$ cat config.mk
export PLATFORM = sky130hd
export DESIGN_NAME = utf8_to_html_char_ref_flat
export DESIGN_NICKNAME = d
export VERILOG_FILES = /design/src/sv/u2h_pkg.sv /design/src/sv/u2h_if.sv /design/src/sv/u2h_front.sv /design/src/sv/u2h_fifo.sv /design/src/sv/u2h_back.sv /design/src/sv/utf8_to_html_char_ref.sv /design/src/flat_wrapper.sv
export SDC_FILE = /design/constraint.sdc
export NUM_CORES = 1
export LEC_CHECK = 0
export BUFFER_PORTS_ARGS = -buffer_cell sky130_fd_sc_hd__buf_2
export CAP_MARGIN = 20
export CORE_MARGIN = 2
export CORE_UTILIZATION = 25
export CTS_CLUSTER_DIAMETER = 40
export DETAILED_ROUTE_END_ITERATION = 10
export PLACE_DENSITY = 0.41
export SKIP_CTS_REPAIR_TIMING = 1
export SLEW_MARGIN = 10
export SYNTH_ARGS = -nofsm -noshare
export SYNTH_HDL_FRONTEND = slang
export SYNTH_HIERARCHICAL = 1
export SYNTH_SLANG_ARGS = --single-unit
export TNS_END_PERCENT = 20
$ cat constraint.sdc
create_clock -name clk_i -period 4.06 [get_ports clk_i]
set_clock_uncertainty 0.1 [all_clocks]
set_input_delay 0.406 -clock clk_i [delete_from_list [all_inputs] [get_ports clk_i]]
set_output_delay 0.406 -clock clk_i [all_outputs]
set_load 0.01 [all_outputs]
$ cat src/sv/u2h_pkg.sv
// Types, constants and helpers shared by the UTF-8 to HTML character reference block.
// No dependencies.
package u2h_pkg;

  localparam int unsigned CodeW = 21;
  localparam int unsigned NibW  = 3;

  localparam logic [CodeW-1:0] CodeMax  = 21'h10FFFF;
  localparam logic [CodeW-1:0] RawLimit = 21'h00007E;

  localparam logic [7:0] ChAmp  = 8'h26;
  localparam logic [7:0] ChHash = 8'h23;
  localparam logic [7:0] ChX    = 8'h78;
  localparam logic [7:0] ChSemi = 8'h3B;
  localparam logic [7:0] ChLt   = 8'h3C;
  localparam logic [7:0] ChGt   = 8'h3E;
  localparam logic [7:0] ChQuot = 8'h22;
  localparam logic [7:0] ChZero = 8'h30;
  localparam logic [7:0] ChLowA = 8'h61;

  typedef enum logic [1:0] {
    EV_RAW = 2'd0,
    EV_ENT = 2'd1,
    EV_ERR = 2'd2
  } ev_kind_e;

  typedef struct packed {
    ev_kind_e          kind;
    logic [NibW-1:0]   top_nib;
    logic [CodeW-1:0]  code;
  } ev_t;

  function automatic logic [7:0] hex_char(input logic [3:0] d);
    logic [7:0] c;
    if (d < 4'd10) begin
      c = ChZero + {4'b0, d};
    end else begin
      c = ChLowA + {4'b0, d} - 8'd10;
    end
    return c;
  endfunction

endpackage

$ cat src/sv/u2h_if.sv
// Handshake channels of the UTF-8 to HTML character reference block.
// No dependencies.
interface u2h_in_if;
  logic       valid;
  logic       ready;
  logic [7:0] in_byte;
  logic       string_end;

  modport source (output valid, output in_byte, output string_end, input ready);
  modport sink   (input valid, input in_byte, input string_end, output ready);
endinterface

interface u2h_out_if;
  logic       valid;
  logic       ready;
  logic [7:0] out_char;
  logic       last_of_run;
  logic       seq_error;

  modport source (output valid, output out_char, output last_of_run, output seq_error,
                  input ready);
  modport sink   (input valid, input out_char, input last_of_run, input seq_error,
                  output ready);
endinterface

$ cat src/sv/u2h_front.sv
// Front end: takes UTF-8 bytes, gathers sequences and classifies each finished one.
// Depends on u2h_pkg.
module u2h_front (
  input  logic                         clk_i,
  input  logic                         rst_ni,
  input  logic                         accept_i,
  input  logic [7:0]                   in_byte_i,
  input  logic                         string_end_i,
  output logic                         ev_valid_o,
  output u2h_pkg::ev_t                 ev_o
);

  logic [u2h_pkg::CodeW-1:0] acc_q, acc_d;
  logic [1:0]                pend_q, pend_d;
  logic [2:0]                total_q, total_d;

  logic [u2h_pkg::CodeW-1:0] acc_next;
  logic [1:0]                pend_next;
  logic [u2h_pkg::CodeW-1:0] code;
  logic                      emit_code;
  logic                      emit_err;
  logic [23:0]               code_pad;
  logic [u2h_pkg::NibW-1:0]  top_nib;
  logic                      is_raw;

  assign acc_next  = {acc_q[u2h_pkg::CodeW-7:0], in_byte_i[5:0]};
  assign pend_next = pend_q - 2'd1;

  always_comb begin
    acc_d     = acc_q;
    pend_d    = pend_q;
    total_d   = total_q;
    code      = {13'b0, in_byte_i};
    emit_code = 1'b0;
    emit_err  = 1'b0;
    if (pend_q == 2'd0) begin
      if (in_byte_i < 8'h80) begin
        emit_code = 1'b1;
      end else if (in_byte_i inside {[8'hC0:8'hDF]}) begin
        acc_d   = {16'b0, in_byte_i[4:0]};
        pend_d  = 2'd1;
        total_d = 3'd2;
        emit_err = string_end_i;
      end else if (in_byte_i inside {[8'hE0:8'hEF]}) begin
        acc_d   = {17'b0, in_byte_i[3:0]};
        pend_d  = 2'd2;
        total_d = 3'd3;
        emit_err = string_end_i;
      end else if (in_byte_i inside {[8'hF0:8'hF7]}) begin
        acc_d   = {18'b0, in_byte_i[2:0]};
        pend_d  = 2'd3;
        total_d = 3'd4;
        emit_err = string_end_i;
      end else begin
        emit_err = 1'b1;
      end
    end else if (in_byte_i[7:6] != 2'b10) begin
      emit_err = 1'b1;
    end else begin
      acc_d  = acc_next;
      pend_d = pend_next;
      code   = acc_next;
      if (pend_next == 2'd0) begin
        if (total_q == 3'd4 && acc_next > u2h_pkg::CodeMax) begin
          emit_err = 1'b1;
        end else begin
          emit_code = 1'b1;
        end
      end else begin
        emit_err = string_end_i;
      end
    end
    if (emit_err || emit_code) begin
      acc_d   = '0;
      pend_d  = 2'd0;
      total_d = 3'd0;
    end
  end

  assign code_pad = {3'b0, code};

  always_comb begin
    top_nib = '0;
    for (int i = 0; i < 6; i++) begin
      if (code_pad[4*i +: 4] != 4'd0) begin
        top_nib = u2h_pkg::NibW'(i);
      end
    end
  end

  assign is_raw = (code < u2h_pkg::RawLimit) && (code != '0) &&
                  !(code[7:0] inside {u2h_pkg::ChLt, u2h_pkg::ChGt,
                                      u2h_pkg::ChQuot, u2h_pkg::ChAmp});

  always_comb begin
    ev_valid_o = accept_i && (emit_err || emit_code);
    ev_o.code    = code;
    ev_o.top_nib = top_nib;
    if (emit_err) begin
      ev_o.kind = u2h_pkg::EV_ERR;
    end else if (is_raw) begin
      ev_o.kind = u2h_pkg::EV_RAW;
    end else begin
      ev_o.kind = u2h_pkg::EV_ENT;
    end
  end

  always_ff @(posedge clk_i or negedge rst_ni) begin
    if (!rst_ni) begin
      acc_q   <= '0;
      pend_q  <= 2'd0;
      total_q <= 3'd0;
    end else if (accept_i) begin
      acc_q   <= acc_d;
      pend_q  <= pend_d;
      total_q <= total_d;
    end
  end

endmodule

$ cat src/sv/u2h_fifo.sv
// Short event queue between the decode front end and the character sequencer.
// Depends on u2h_pkg.
module u2h_fifo #(
  parameter int unsigned Depth = 4
) (
  input  logic         clk_i,
  input  logic         rst_ni,
  input  logic         push_i,
  input  u2h_pkg::ev_t push_data_i,
  input  logic         pop_i,
  output logic         full_o,
  output logic         empty_o,
  output u2h_pkg::ev_t head_o
);

  localparam int unsigned PtrW = (Depth > 1) ? $clog2(Depth) : 1;
  localparam int unsigned CntW = $clog2(Depth + 1);
  localparam logic [PtrW-1:0] LastIdx = PtrW'(Depth - 1);
  localparam logic [CntW-1:0] FullCnt = CntW'(Depth);

  u2h_pkg::ev_t    mem_q [Depth];
  logic [PtrW-1:0] wr_q, wr_d;
  logic [PtrW-1:0] rd_q, rd_d;
  logic [CntW-1:0] cnt_q, cnt_d;

  assign full_o  = (cnt_q == FullCnt);
  assign empty_o = (cnt_q == '0);
  assign head_o  = mem_q[rd_q];

  always_comb begin
    wr_d  = wr_q;
    rd_d  = rd_q;
    cnt_d = cnt_q;
    if (push_i) begin
      wr_d = (wr_q == LastIdx) ? '0 : wr_q + 1'b1;
    end
    if (pop_i) begin
      rd_d = (rd_q == LastIdx) ? '0 : rd_q + 1'b1;
    end
    if (push_i && !pop_i) begin
      cnt_d = cnt_q + 1'b1;
    end else if (pop_i && !push_i) begin
      cnt_d = cnt_q - 1'b1;
    end
  end

  always_ff @(posedge clk_i) begin
    if (push_i) begin
      mem_q[wr_q] <= push_data_i;
    end
  end

  always_ff @(posedge clk_i or negedge rst_ni) begin
    if (!rst_ni) begin
      wr_q  <= '0;
      rd_q  <= '0;
      cnt_q <= '0;
    end else begin
      wr_q  <= wr_d;
      rd_q  <= rd_d;
      cnt_q <= cnt_d;
    end
  end

endmodule

$ cat src/sv/u2h_back.sv
// Back end: expands each queued event into output characters, one per cycle while the output is ready.
// Depends on u2h_pkg and u2h_out_if.
module u2h_back (
  input  logic         clk_i,
  input  logic         rst_ni,
  input  logic         ev_avail_i,
  input  u2h_pkg::ev_t ev_i,
  output logic         ev_pop_o,
  u2h_out_if.source    out_o
);

  localparam logic [2:0] PhAmp  = 3'd0;
  localparam logic [2:0] PhHash = 3'd1;
  localparam logic [2:0] PhX    = 3'd2;
  localparam logic [2:0] PhDig  = 3'd3;
  localparam logic [2:0] PhSemi = 3'd4;

  logic                     busy_q, busy_d;
  u2h_pkg::ev_t             ev_q;
  logic [2:0]               ph_q, ph_d;
  logic [u2h_pkg::NibW-1:0] nib_q, nib_d;
  logic                     ovalid_q, ovalid_d;
  logic [7:0]               ochar_q;
  logic                     olast_q;
  logic                     oerr_q;

  logic                     adv;
  logic                     load;
  logic [7:0]               cur_char;
  logic                     cur_last;
  logic                     cur_err;
  logic [23:0]              code_pad;
  logic [3:0]               digit;

  assign code_pad = {3'b0, ev_q.code};
  assign digit    = code_pad[4*nib_q +: 4];

  always_comb begin
    cur_char = 8'h00;
    cur_last = 1'b1;
    cur_err  = 1'b0;
    case (ev_q.kind)
      u2h_pkg::EV_RAW: begin
        cur_char = ev_q.code[7:0];
      end
      u2h_pkg::EV_ERR: begin
        cur_err = 1'b1;
      end
      u2h_pkg::EV_ENT: begin
        cur_last = 1'b0;
        case (ph_q)
          PhAmp:   cur_char = u2h_pkg::ChAmp;
          PhHash:  cur_char = u2h_pkg::ChHash;
          PhX:     cur_char = u2h_pkg::ChX;
          PhDig:   cur_char = u2h_pkg::hex_char(digit);
          default: begin
            cur_char = u2h_pkg::ChSemi;
            cur_last = 1'b1;
          end
        endcase
      end
      default: begin
        cur_err = 1'b1;
      end
    endcase
  end

  assign adv      = busy_q && (!ovalid_q || out_o.ready);
  assign load     = ev_avail_i && (!busy_q || (adv && cur_last));
  assign ev_pop_o = load;

  always_comb begin
    ph_d  = ph_q;
    nib_d = nib_q;
    if (adv && !cur_last) begin
      case (ph_q)
        PhAmp:  ph_d = PhHash;
        PhHash: ph_d = PhX;
        PhX:    ph_d = PhDig;
        PhDig: begin
          if (nib_q == '0) begin
            ph_d = PhSemi;
          end else begin
            nib_d = nib_q - 1'b1;
          end
        end
        default: ph_d = PhSemi;
      endcase
    end
    if (load) begin
      ph_d  = PhAmp;
      nib_d = ev_i.top_nib;
    end
  end

  always_comb begin
    busy_d = busy_q;
    if (load) begin
      busy_d = 1'b1;
    end else if (adv && cur_last) begin
      busy_d = 1'b0;
    end
    ovalid_d = ovalid_q;
    if (adv) begin
      ovalid_d = 1'b1;
    end else if (out_o.ready) begin
      ovalid_d = 1'b0;
    end
  end

  always_ff @(posedge clk_i or negedge rst_ni) begin
    if (!rst_ni) begin
      busy_q   <= 1'b0;
      ph_q     <= PhAmp;
      nib_q    <= '0;
      ovalid_q <= 1'b0;
    end else begin
      busy_q   <= busy_d;
      ph_q     <= ph_d;
      nib_q    <= nib_d;
      ovalid_q <= ovalid_d;
    end
  end

  always_ff @(posedge clk_i) begin
    if (load) begin
      ev_q <= ev_i;
    end
    if (adv) begin
      ochar_q <= cur_char;
      olast_q <= cur_last;
      oerr_q  <= cur_err;
    end
  end

  assign out_o.valid       = ovalid_q;
  assign out_o.out_char    = ochar_q;
  assign out_o.last_of_run = olast_q;
  assign out_o.seq_error   = oerr_q;

endmodule

$ cat src/sv/utf8_to_html_char_ref.sv
// Top level of the UTF-8 to HTML numeric character reference converter.
// Depends on u2h_pkg, u2h_in_if, u2h_out_if, u2h_front, u2h_fifo and u2h_back.
//
// Takes one UTF-8 byte per cycle and emits a character below 0x7E other than NUL,
// <, >, double quote and & as itself, anything else as "&#x<hex>;" (5 to 10
// characters), and a single error item for a bad or truncated sequence. The input
// side accepts a byte every cycle while the event queue (FifoDepth entries) has
// room; the back-end sequencer sets the output rate, one character per cycle while
// the output is ready, and the queue absorbs entity bursts. A plain character
// passes a queue entry, the event register and the output register.
module utf8_to_html_char_ref #(
  parameter int unsigned FifoDepth = 4
) (
  input  logic      clk_i,
  input  logic      rst_ni,
  u2h_in_if.sink    in_i,
  u2h_out_if.source out_o
);

  logic         accept;
  logic         ev_valid;
  u2h_pkg::ev_t ev;
  logic         q_full;
  logic         q_empty;
  u2h_pkg::ev_t q_head;
  logic         q_pop;

  assign in_i.ready = !q_full;
  assign accept     = in_i.valid && !q_full;

  u2h_front u_front (
    .clk_i        (clk_i),
    .rst_ni       (rst_ni),
    .accept_i     (accept),
    .in_byte_i    (in_i.in_byte),
    .string_end_i (in_i.string_end),
    .ev_valid_o   (ev_valid),
    .ev_o         (ev)
  );

  u2h_fifo #(
    .Depth (FifoDepth)
  ) u_fifo (
    .clk_i       (clk_i),
    .rst_ni      (rst_ni),
    .push_i      (ev_valid),
    .push_data_i (ev),
    .pop_i       (q_pop),
    .full_o      (q_full),
    .empty_o     (q_empty),
    .head_o      (q_head)
  );

  u2h_back u_back (
    .clk_i      (clk_i),
    .rst_ni     (rst_ni),
    .ev_avail_i (!q_empty),
    .ev_i       (q_head),
    .ev_pop_o   (q_pop),
    .out_o      (out_o)
  );

endmodule
$ cat src/flat_wrapper.sv
// flat-port wrapper written by rule: the top's interface ports become plain ports
module utf8_to_html_char_ref_flat 
#(
  parameter int unsigned FifoDepth = 4
)
  (clk_i, rst_ni, in_i_valid, in_i_in_byte, in_i_string_end, in_i_ready, out_o_valid, out_o_out_char, out_o_last_of_run, out_o_seq_error, out_o_ready);
  u2h_in_if in_i_i ();
  u2h_out_if out_o_i ();
  input  logic clk_i;
  input  logic rst_ni;
  input wire logic [$bits(in_i_i.valid)-1:0] in_i_valid;
  input wire logic [$bits(in_i_i.in_byte)-1:0] in_i_in_byte;
  input wire logic [$bits(in_i_i.string_end)-1:0] in_i_string_end;
  output wire logic [$bits(in_i_i.ready)-1:0] in_i_ready;
  output wire logic [$bits(out_o_i.valid)-1:0] out_o_valid;
  output wire logic [$bits(out_o_i.out_char)-1:0] out_o_out_char;
  output wire logic [$bits(out_o_i.last_of_run)-1:0] out_o_last_of_run;
  output wire logic [$bits(out_o_i.seq_error)-1:0] out_o_seq_error;
  input wire logic [$bits(out_o_i.ready)-1:0] out_o_ready;
  assign in_i_i.valid = in_i_valid;
  assign in_i_i.in_byte = in_i_in_byte;
  assign in_i_i.string_end = in_i_string_end;
  assign in_i_ready = in_i_i.ready;
  assign out_o_valid = out_o_i.valid;
  assign out_o_out_char = out_o_i.out_char;
  assign out_o_last_of_run = out_o_i.last_of_run;
  assign out_o_seq_error = out_o_i.seq_error;
  assign out_o_i.ready = out_o_ready;
  utf8_to_html_char_ref #(.FifoDepth(FifoDepth)) u_core (.clk_i(clk_i), .rst_ni(rst_ni), .in_i(in_i_i), .out_o(out_o_i));
endmodule
Yosys cells after proc, flatten, opt, wreduce, memory -nomap -nowiden. Memory sizes are Yosys's and may differ from the RTL's. Cells that the tools add are included.

Logic and storage cells: 171. Memories: 1. Input bits: 13. Register bits: 68. Bits in writable memories: 104. Output and inout bits: 12.

Memory list: u_core.u_fifo.mem_q (depth 4, bits a word 26, rd ports 1, clocked after memory_dff 0, write ports 1, line u2h_fifo.sv:21) `u2h_pkg::ev_t mem_q [Depth];`.

Equality and inequality tests: 19. Shift-type cells: 1. Multiplexer cells: 66. $add $sub $neg: 9. Reduce and logical (&&, ||, !) cells: 50. Order comparisons: 10.

Operators by type and width (number): 15-bit two-way mux (7); 3-bit two-way mux (19); 21-bit two-way mux (2); 8-bit by 6-bit == test with 1-bit output, second input constant (4); 8-bit case mux with 4 select lines (1); 8-bit >= comparator, second input constant (3); 8-bit <= comparator, second input constant (3); 1-bit two-way mux (24); 4-bit nonzero test (6); 24-bit by 6-bit indexed part select with 4-bit output (1); 21-bit greater-than comparator, second input constant (1); 21-bit by 7-bit less-than comparator with 1-bit output, second input constant (1); 21-bit nonzero test (1); 2-bit two-way mux (10); 8-bit case mux with 2 select lines (1); 1-bit logical AND (14); 3-bit case mux with 4 select lines (1); 2-bit nonzero test (6); 3-bit zero test (3); 3-bit by 2-bit inequality test with 1-bit output, second input constant (3); 7-bit by 4-bit adder with 8-bit output, first input constant (1); 1-bit zero test (8); 8-bit less-than comparator, second input constant (1); 8-bit two-way mux (1); other kinds (22) (33).

Longest topological paths before layout. Gate-level depths: netlist of run 1.

Depth after elaboration: 13. Depth in mapped cells: 13. Mapped depth without buffers: 12.

Hierarchy. The synthesis of run 1 kept the hierarchy.

Modules (own cells, without submodules): u2h_fifo (area each 4217.8 um2, times used 1, seq. area each 3298.2 um2, cells each 173); u2h_back (area each 1944.4 um2, times used 1, seq. area each 1191.1 um2, cells each 148); u2h_front (area each 1258.7 um2, times used 1, seq. area each 500.5 um2, cells each 149); utf8_to_html_char_ref (area each 13.8 um2, times used 1, seq. area each 0.0 um2, cells each 3).

Worst setup path before layout of run 1. No wires, ideal clock.

Path kind: reg2reg. Start: register u_core/u_back/ev_q[25] (netlist name). End: register u_core.u_fifo.cnt_q[2]. Cell stages (with the launch flop): 14. Buffers on the path: 1. Period minus slack after synthesis: 3.231 ns. Arrival: 3.052 ns. Data required time: 3.881 ns. Setup time: 0.079 ns. Slack: 0.829 ns. Cells stage by stage: edfxtp_1 -> buf_6 -> nor3b_1 -> inv_1 -> a21bo_2 -> nand2_1 -> clkinv_1 -> inv_1 -> ha_1 -> inv_1 -> fa_1 -> xor2_1 -> nor2_1 -> xor2_1.

Cells in the longest elaborated chain, start to end: 8. Elaborated cells between the ends (all ways): 10. Classes of those cells: 1 x eq/ne; 2 x mux; 7 x reduce/logical.

Ends and longest elaborated chain: start, declared (line u2h_back.sv:19) `u2h_pkg::ev_t ev_q;`; start signal, assigned (line u2h_back.sv:127) `ev_q <= ev_i;`; 2-bit by 1-bit == test with 1-bit output (*) (line u2h_back.sv:42) `case (ev_q.kind)`; 1-bit two-way mux (*) (line u2h_back.sv:42); named net u_core.u_back.cur_last (line u2h_back.sv:30) `logic cur_last;`; 1-bit logical AND (*) (line u2h_back.sv:69) `assign load = ev_avail_i && (!busy_q || (adv && cur_last));`; 1-bit logical OR (*) (line u2h_back.sv:69); 1-bit logical AND (*) (line u2h_back.sv:69); named net u_core.q_pop (line utf8_to_html_char_ref.sv:26) `logic q_pop;`; 1-bit zero test (line u2h_fifo.sv:40) `if (push_i && !pop_i) begin`; 1-bit logical AND (line u2h_fifo.sv:40); 3-bit two-way mux or 2-bit nonzero test (tied branches); end signal, assigned (line u2h_fifo.sv:61) `cnt_q <= cnt_d;`; end, declared (line u2h_fifo.sv:24) `logic [CntW-1:0] cnt_q, cnt_d;`.

Mark *: on every way through the listed nets, which the timed path passes. The rest lies on a longest branch. A chain may end at the register's enable or synchronous reset.

Worst setup path in the final report of run 1.
Start: register u_core/u_front/acc_q[11] (netlist name). End: register u_core.u_fifo.cnt_q[2].

Cells in the longest elaborated chain, start to end: 11. Elaborated cells between the ends (all ways): 17. Classes of those cells: 1 x order compare; 9 x mux; 7 x reduce/logical.

Ends and longest elaborated chain: start, declared (line u2h_front.sv:13) `logic [u2h_pkg::CodeW-1:0] acc_q, acc_d;`; start signal, assigned (line u2h_front.sv:110) `acc_q <= '0;`; start signal, assigned (line u2h_front.sv:114) `acc_q <= acc_d;`; 21-bit greater-than comparator (*) (line u2h_front.sv:64) `if (total_q == 3'd4 && acc_next > u2h_pkg::CodeMax) begin`; 1-bit logical AND (*) (line u2h_front.sv:64); 1-bit two-way mux (line u2h_front.sv:64); 1-bit two-way mux (line u2h_front.sv:63) `if (pend_next == 2'd0) begin`; 1-bit two-way mux (line u2h_front.sv:57) `end else if (in_byte_i[7:6] != 2'b10) begin`; 1-bit two-way mux (line u2h_front.sv:36) `if (pend_q == 2'd0) begin`; 1-bit logical OR (*) (line u2h_front.sv:96) `ev_valid_o = accept_i && (emit_err || emit_code);`; 1-bit logical AND (*) (line u2h_front.sv:96); named net u_core.ev_valid (line utf8_to_html_char_ref.sv:21) `logic ev_valid;`; 1-bit zero test (line u2h_fifo.sv:42) `end else if (pop_i && !push_i) begin`; 1-bit logical AND (line u2h_fifo.sv:42); 2-bit nonzero test (no line).

Marks and branches as above.

==> flow_summary.toml, run 1 <==
[global_route]
grt_pass1_vias = 4231
antenna_found_initial = 0
grt_overflow_total = 0
grt_max_degree = 38
grt.total_usage_pct = 10.6
grt_pass1_wl_um = 24500

[power_and_ir_drop]
p_leak_nw = 2.95
power.density_mw_per_mm2 = 715
p_seq_share_pct = 44.4
p_int_mw = 4.18
clkPwrFrac_pct = 27.1
comb_power_share_pct = 28.5
p_switching_mw = 1.90
switching_share_pct = 31.3
peakVddDrop_mv = 0.215

[synth]
synth-simple-area-share_pct = 8.65
synth_warnings = 6
syn-instance-count = 473
synth_edf_count = 137
async_flop_share_pct = 20.3
synth_cell_types = 68
synth_common_cells = "edfxtp_1, dfrtp_1, nor2_1"
synth_top_family_by_area = "multiplexers"
synth_top_area_share_pct = 55.3
syn_area_per_cell_um2 = 15.7
ys_seq_area_share_pct = 67.1
synthXorXnorAreaFrac_pct = 0.707
synthTopCellsByArea = "edfxtp_1, dfrtp_1, mux4_2"
synth_area_mm2 = 0.00743
synth-seq-cells = 172
synth_compound_area_share_pct = 6.56
synth_top_area_cell = "edfxtp_1"
synth_fa_ha_area_share_pct = 1.78
yosysMostFrequentCell = "edfxtp_1"
synth_fp_nets = 496
synth_top_flop_cell = "edfxtp_1"
muxShareOfSynthArea_pct = 10.8

[sta]
fmax_ghz = 0.315
setup_violations = 0
slew_headroom_pct = 27.1
rsz0062_at_grt = "no"
finalHoldViolCount = 0
timing.hold.ws_ns = 0.00985
tightest_slew_ns = 1.07
period_share_pct = 78.2
period_needed_ns = 3.17
setup_tns_ns = 0
drv_slew = 0

[clocking]
cts_max_path_buffers = 2
root_buffer = "clkbuf_16"
cts_tree = "done"
clock_sinks = 172
cts.clk_slew.worst_paths_ns = 0.07
cts-buffers-inserted = 17
clock_latency_ns = 0.43
h-tree-depth = 4

[flow_run]
cap_violations = 0

[worst_setup_path]
worst_path_dominant_cell_family = "simple AND/OR/NAND/NOR gates"
path_common_cell = "xor2_1"
cp.required_ns = 4.31
startpoint_type = "flop"
crit_buf_inv = 1
slowest_delay_ns = 0.52
crit_arrival_ns = 3.42
path_cells = "nor4_1 -> o211ai_1 -> a21oi_1 -> nor2_2 -> nor2b_1 -> ha_1 -> inv_1 -> fa_1 -> xor2_1 -> nor2_1 -> xor2_1"
cp_max_fo = 9
endpoint_kind = "flop"
worstSetupPathType = "flop to flop"
crit_slowest_cell = "nor4_1"

[drt]
vias = 4013
firstDrtPassIters = 4
drc = 0
ant_nets = 0
drt_wl_total_um = 15600
wl_per_cell_um = 17.4
routed_via_density = 4.46
first_iter_violations = 251

[cells_and_area]
stdcell_count = 900
layout-drive-gt1-share_pct = 19.6
nets = 520
area_delta_synth_final_pct = 14.3
antenna_cells = 0

[die]
dieArea_mm2 = 0.0311
ios = 25
die_w_um = 176
start_util_pct = 25.2
rows = 63
core_area_mm2 = 0.0295
die_h_um = 176

[hold_path]
hp-class = "input pin to async pin"

[place]
place_congestion = 0.819
io_buffers = 24
post-place-cells = 868
detailed_place_hpwl_um = 10600

[outcome]
outcome = "finished clean"
-- worst register-to-register path: cells and delay by family (launching register included) --
family          cells  cell delay, ns
buf+inv             1            0.06
compound gates      2            0.44
xor+xnor            2            0.32
flops               1            0.40
fa+ha+maj           2            0.63
simple gates        4            1.15
-- cells in the final DEF (no fill, tap or decap), drive strengths merged, types with 4 or more instances in the layout --
master	instances
edfxtp	137
or2	4
and2	8
o22ai	14
nand2b	4
nand4	4
mux2i	9
nor2	37
inv	31
ha	9
clkinv	7
o21ai	16
buf	34
o211ai	5
nor3	6
a31o	4
dfrtp	35
clkbuf	18
nand2	22
nand3	5
a21oi	5
nor4	5
nor3b	4
mux4	28
nor2b	9
-- per-layer routing --
layer | share of wire, % | vias up | track usage [%] | wire length, µm
met3 | 3.0 | 15 | 2.69 | 472
met4 | 1.5 | 0 | 3.37 | 231
met2 | 48 | 68 | 17.2 | 7560
li1 | - | 1846 | - | -
met5 | 0 | - | 0 | 0
met1 | 47 | 2084 | 13.9 | 7370
-- registers in the layout, indices dropped and copies added, names as in the netlist, 2 cells and up --
signal,count
u_core/u_fifo/cnt_q,3
u_core/u_back/nib_q,3
u_core/u_front/total_q,3
u_core/u_fifo/rd_q,2
u_core/u_fifo/wr_q,2
u_core/u_fifo/mem_q,104
u_core/u_back/out_o.out_char,8
u_core/u_back/ev_q,2
u_core/u_front/pend_q,2
u_core/u_back/code_pad,21
u_core/u_back/ph_q,3
u_core/u_front/acc_q,15
-- power by group through the flow --
stage               Clock [mW]  Combinational (mW)  Sequential, mW
floorplan                    0                1.41            2.62
global placement             0                1.76            2.72
detailed placement           0                1.77            2.74
CTS                       1.69                1.77            2.71
global route              1.77                1.93            2.75
finish                    1.65                1.73            2.70
-- logic make-up (layout without fill, tap and decap cells) --
| logic type | count (synthesis) | after routing |
|---|---|---|
| adders and majority gates | 10 | 10 |
| DFF | 172 | 172 |
| and+or+nand+nor | 120 | 120 |
| buffers and inverters | 58 | 95 |
| AOI/OAI and AO/OA | 67 | 67 |
| muxes | 40 | 40 |
| xor gates and xnor gates | 6 | 6 |
-- per-stage QoR --
step           power, mW  instance area (µm²)  setup slack, ns  utilization [%]
2_1_floorplan       4.03                 7430            0.829                -
3_3_place_gp        4.49                 7900             1.03             26.8
3_5_place_dp        4.51                 7900            0.895             26.8
4_1_cts             6.17                 8500            0.874             28.8
5_1_grt             6.45                 8500            0.650             28.8
6_report            6.08                 8500            0.886             28.8
-- path summary, 6_finish.rpt --
kind / from / to / slack, ns / cells after the start
max: u_core/u_front/acc_q[11] / u_core/u_fifo/cnt_q[2] / 0.89 / 11
min reg2reg: u_core/u_front/total_q[2] / u_core/u_front/total_q[2] / 0.39 / 2
max in group asynchronous: rst_ni / u_core/u_back/busy_q / 3.23 / 1
max reg2reg: u_core/u_front/acc_q[11] / u_core/u_fifo/cnt_q[2] / 0.89 / 11
min: rst_ni / u_core/u_front/acc_q[14] / 0.01 / 1
min in group clk_i: in_i_in_byte[1] / u_core/u_fifo/mem_q[2][1] / 0.20 / 1
-- cell type report --
class | count | area [µm²]
Clock buffer | 18 | 429
Clock inverter | 14 | 169
Fill cell | 3002 | 21000
Inverter | 29 | 109
Multi-Input combinational cell | 243 | 2120
Sequential cell | 172 | 4990
Tap cell | 390 | 488
Timing Repair Buffer | 34 | 195
Power figures use the tool's default switching activity.
==> run 2, diff against run 1 <==
--- a/config.mk
+++ b/config.mk
@@ -11,7 +11,7 @@
 export CORE_UTILIZATION = 25
 export CTS_CLUSTER_DIAMETER = 40
 export DETAILED_ROUTE_END_ITERATION = 10
-export PLACE_DENSITY = 0.41
+export PLACE_DENSITY = 0.42
 export SKIP_CTS_REPAIR_TIMING = 1
 export SLEW_MARGIN = 10
 export SYNTH_ARGS = -nofsm -noshare
==> constraint.sdc (replaced) <==
create_clock -name clk_i -period 2.57 [get_ports clk_i]
set_clock_uncertainty 0.1 [all_clocks]
set_input_delay 0.257 -clock clk_i [delete_from_list [all_inputs] [get_ports clk_i]]
set_output_delay 0.257 -clock clk_i [all_outputs]
set_load 0.01 [all_outputs]
==> run 2 against run 1 <==
Combinational power is 75% higher. Clock-buffer cell count up 6. Design area rose by 2.8%. Worst setup slack worse by 0.84 ns. Via count up 1.3%. Total power increased by 60%. First-iteration DRC count grew 24%. Highest routed layer unchanged.
==> flow_summary.toml, run 2 (synthesis results as in run 1) <==
[die]
start_util_pct = 25.2
rows = 63
core_area_mm2 = 0.0295
die_w_um = 176
die_h_um = 176
ios = 25
dieArea_mm2 = 0.0311

[power_and_ir_drop]
comb_power_share_pct = 31.2
switching_share_pct = 31.2
clkPwrFrac_pct = 25.3
peakVddDrop_mv = 0.373
p_switching_mw = 3.03
power.density_mw_per_mm2 = 1110
total_power_mw = 9.70
p_int_mw = 6.67
p_seq_share_pct = 43.5
p_leak_nw = 3.08

[clocking]
cts.clk_slew.worst_paths_ns = 0.07
cts_max_path_buffers = 2
cts_tree = "done"
clock_sinks = 172
cts-buffers-inserted = 17
h-tree-depth = 4
clock_latency_ns = 0.42
root_buffer = "clkbuf_16"

[cells_and_area]
largest_reg_flops = 104
nets = 542
mostFrequentLayoutCell = "edfxtp_1"
fin_area_mm2 = 0.00874
stdcell_count = 922
final_cell_mix = "edfxtp_1, nor2_1, dfrtp_1, inv_1, buf_4"
layout-drive-gt1-share_pct = 25.0
antenna_cells = 0
utilization_pct = 29.6
regMostFlops = "u_core/u_fifo/mem_q"
area_delta_synth_final_pct = 17.6

[place]
detailed_place_hpwl_um = 10800
place_ws_ns = -0.00472
place_congestion = 0.805
post-place-cells = 887
io_buffers = 24
dpl_cell_area_mm2 = 0.00813

[global_route]
grt_overflow_total = 0
grt_pass1_wl_um = 25100
grt.total_usage_pct = 11.0
grt_pass1_vias = 4297
grt_max_degree = 37
antenna_found_initial = 0

[worst_setup_path]
startpoint_type = "flop"
slowest_delay_ns = 0.40
crit_slowest_cell = "dfrtp_1"
crit_buf_inv = 2
cp_max_fo = 3
path_common_cell = "xor2_1"
worstSetupPathType = "flop to flop"
worstReg2RegStart = "u_core/u_front/acc_q[13]"
ff2ff_path_depth = 12
cp.required_ns = 2.82
crit_arrival_ns = 2.78
path_cells = "nor4_2 -> buf_4 -> o211ai_1 -> a21oi_2 -> nor2_2 -> nor2b_2 -> ha_2 -> inv_2 -> fa_2 -> xor2_1 -> nor2_1 -> xor2_1"
setup.worst_path.end = "u_core/u_fifo/cnt_q[2]"
r2r_end = "u_core/u_fifo/cnt_q[2]"
worst-path-stages = 12
endpoint_kind = "flop"
r2r_setup_slack_ns = 0.04
worst_path_dominant_cell_family = "simple AND/OR/NAND/NOR gates"
startpoint = "u_core/u_front/acc_q[13]"

[hold_path]
hp-class = "input pin to flop"
hold_depth = 1

[drt]
vias = 4067
drt_wl_total_um = 16300
first_iter_violations = 311
wl_per_cell_um = 17.7
firstDrtPassIters = 5
routed_via_density = 4.41
drc = 0
ant_nets = 0

[outcome]
outcome = "finished clean"

[sta]
finalHoldViolCount = 0
period_needed_ns = 2.53
rsz0062_at_grt = "yes"
period_share_pct = 98.3
tightest_slew_ns = 0.963
fmax_ghz = 0.396
setup_tns_ns = 0
drv_slew = 0
setup_violations = 0
slew_headroom_pct = 35.8
timing.hold.ws_ns = 0.0357
setup_ws_ns = 0.0433

[flow_run]
cap_violations = 0
## run 2: worst min-delay path by stage
stage	slack, ns	to	startpoint
2_1_floorplan	-0.14	u_core/u_back/busy_q	rst_ni
3_3_place_gp	0.34	u_core/u_front/acc_q[9]	rst_ni
3_5_place_dp	0.37	u_core/u_front/acc_q[13]	rst_ni
4_1_cts	-0.1	u_core/u_front/acc_q[13]	rst_ni
5_1_grt	0.01	u_core/u_fifo/mem_q[3][1]	in_i_in_byte[1]
6_report	0.04	u_core/u_fifo/mem_q[3][1]	in_i_in_byte[1]
## run 2: worst register-to-register path, cell delays in order, from the launching register on
cell	delay, ns
dfrtp_1	0.40
nor4_2	0.30
buf_4	0.17
o211ai_1	0.11
a21oi_2	0.19
nor2_2	0.07
nor2b_2	0.13
ha_2	0.19
inv_2	0.04
fa_2	0.33
xor2_1	0.14
nor2_1	0.13
xor2_1	0.15
## run 2: power groups by stage
stage / logic (mW) / registers [mW] / clock network, mW
finish: 3.03 / 4.22 / 2.45
global placement: 3.03 / 4.25 / 0
global route: 3.37 / 4.28 / 2.65
CTS: 3.08 / 4.23 / 2.54
floorplan: 2.25 / 4.14 / 0
detailed placement: 3.07 / 4.29 / 0
## run 2: metal layers
layer	global-route usage, %	routed length [µm]
met4	3.03	93
met3	2.61	444
met1	14.0	7620
met5	0	0
met2	18.7	8190
## run 2: cell type report
class                           count  area (µm²)
Inverter                           29         114
Timing Repair Buffer               56         425
Clock buffer                       24         514
Sequential cell                   172        4990
Clock inverter                      8        55.1
Fill cell                        2971       20700
Tap cell                          390         488
Multi-Input combinational cell    243        2150
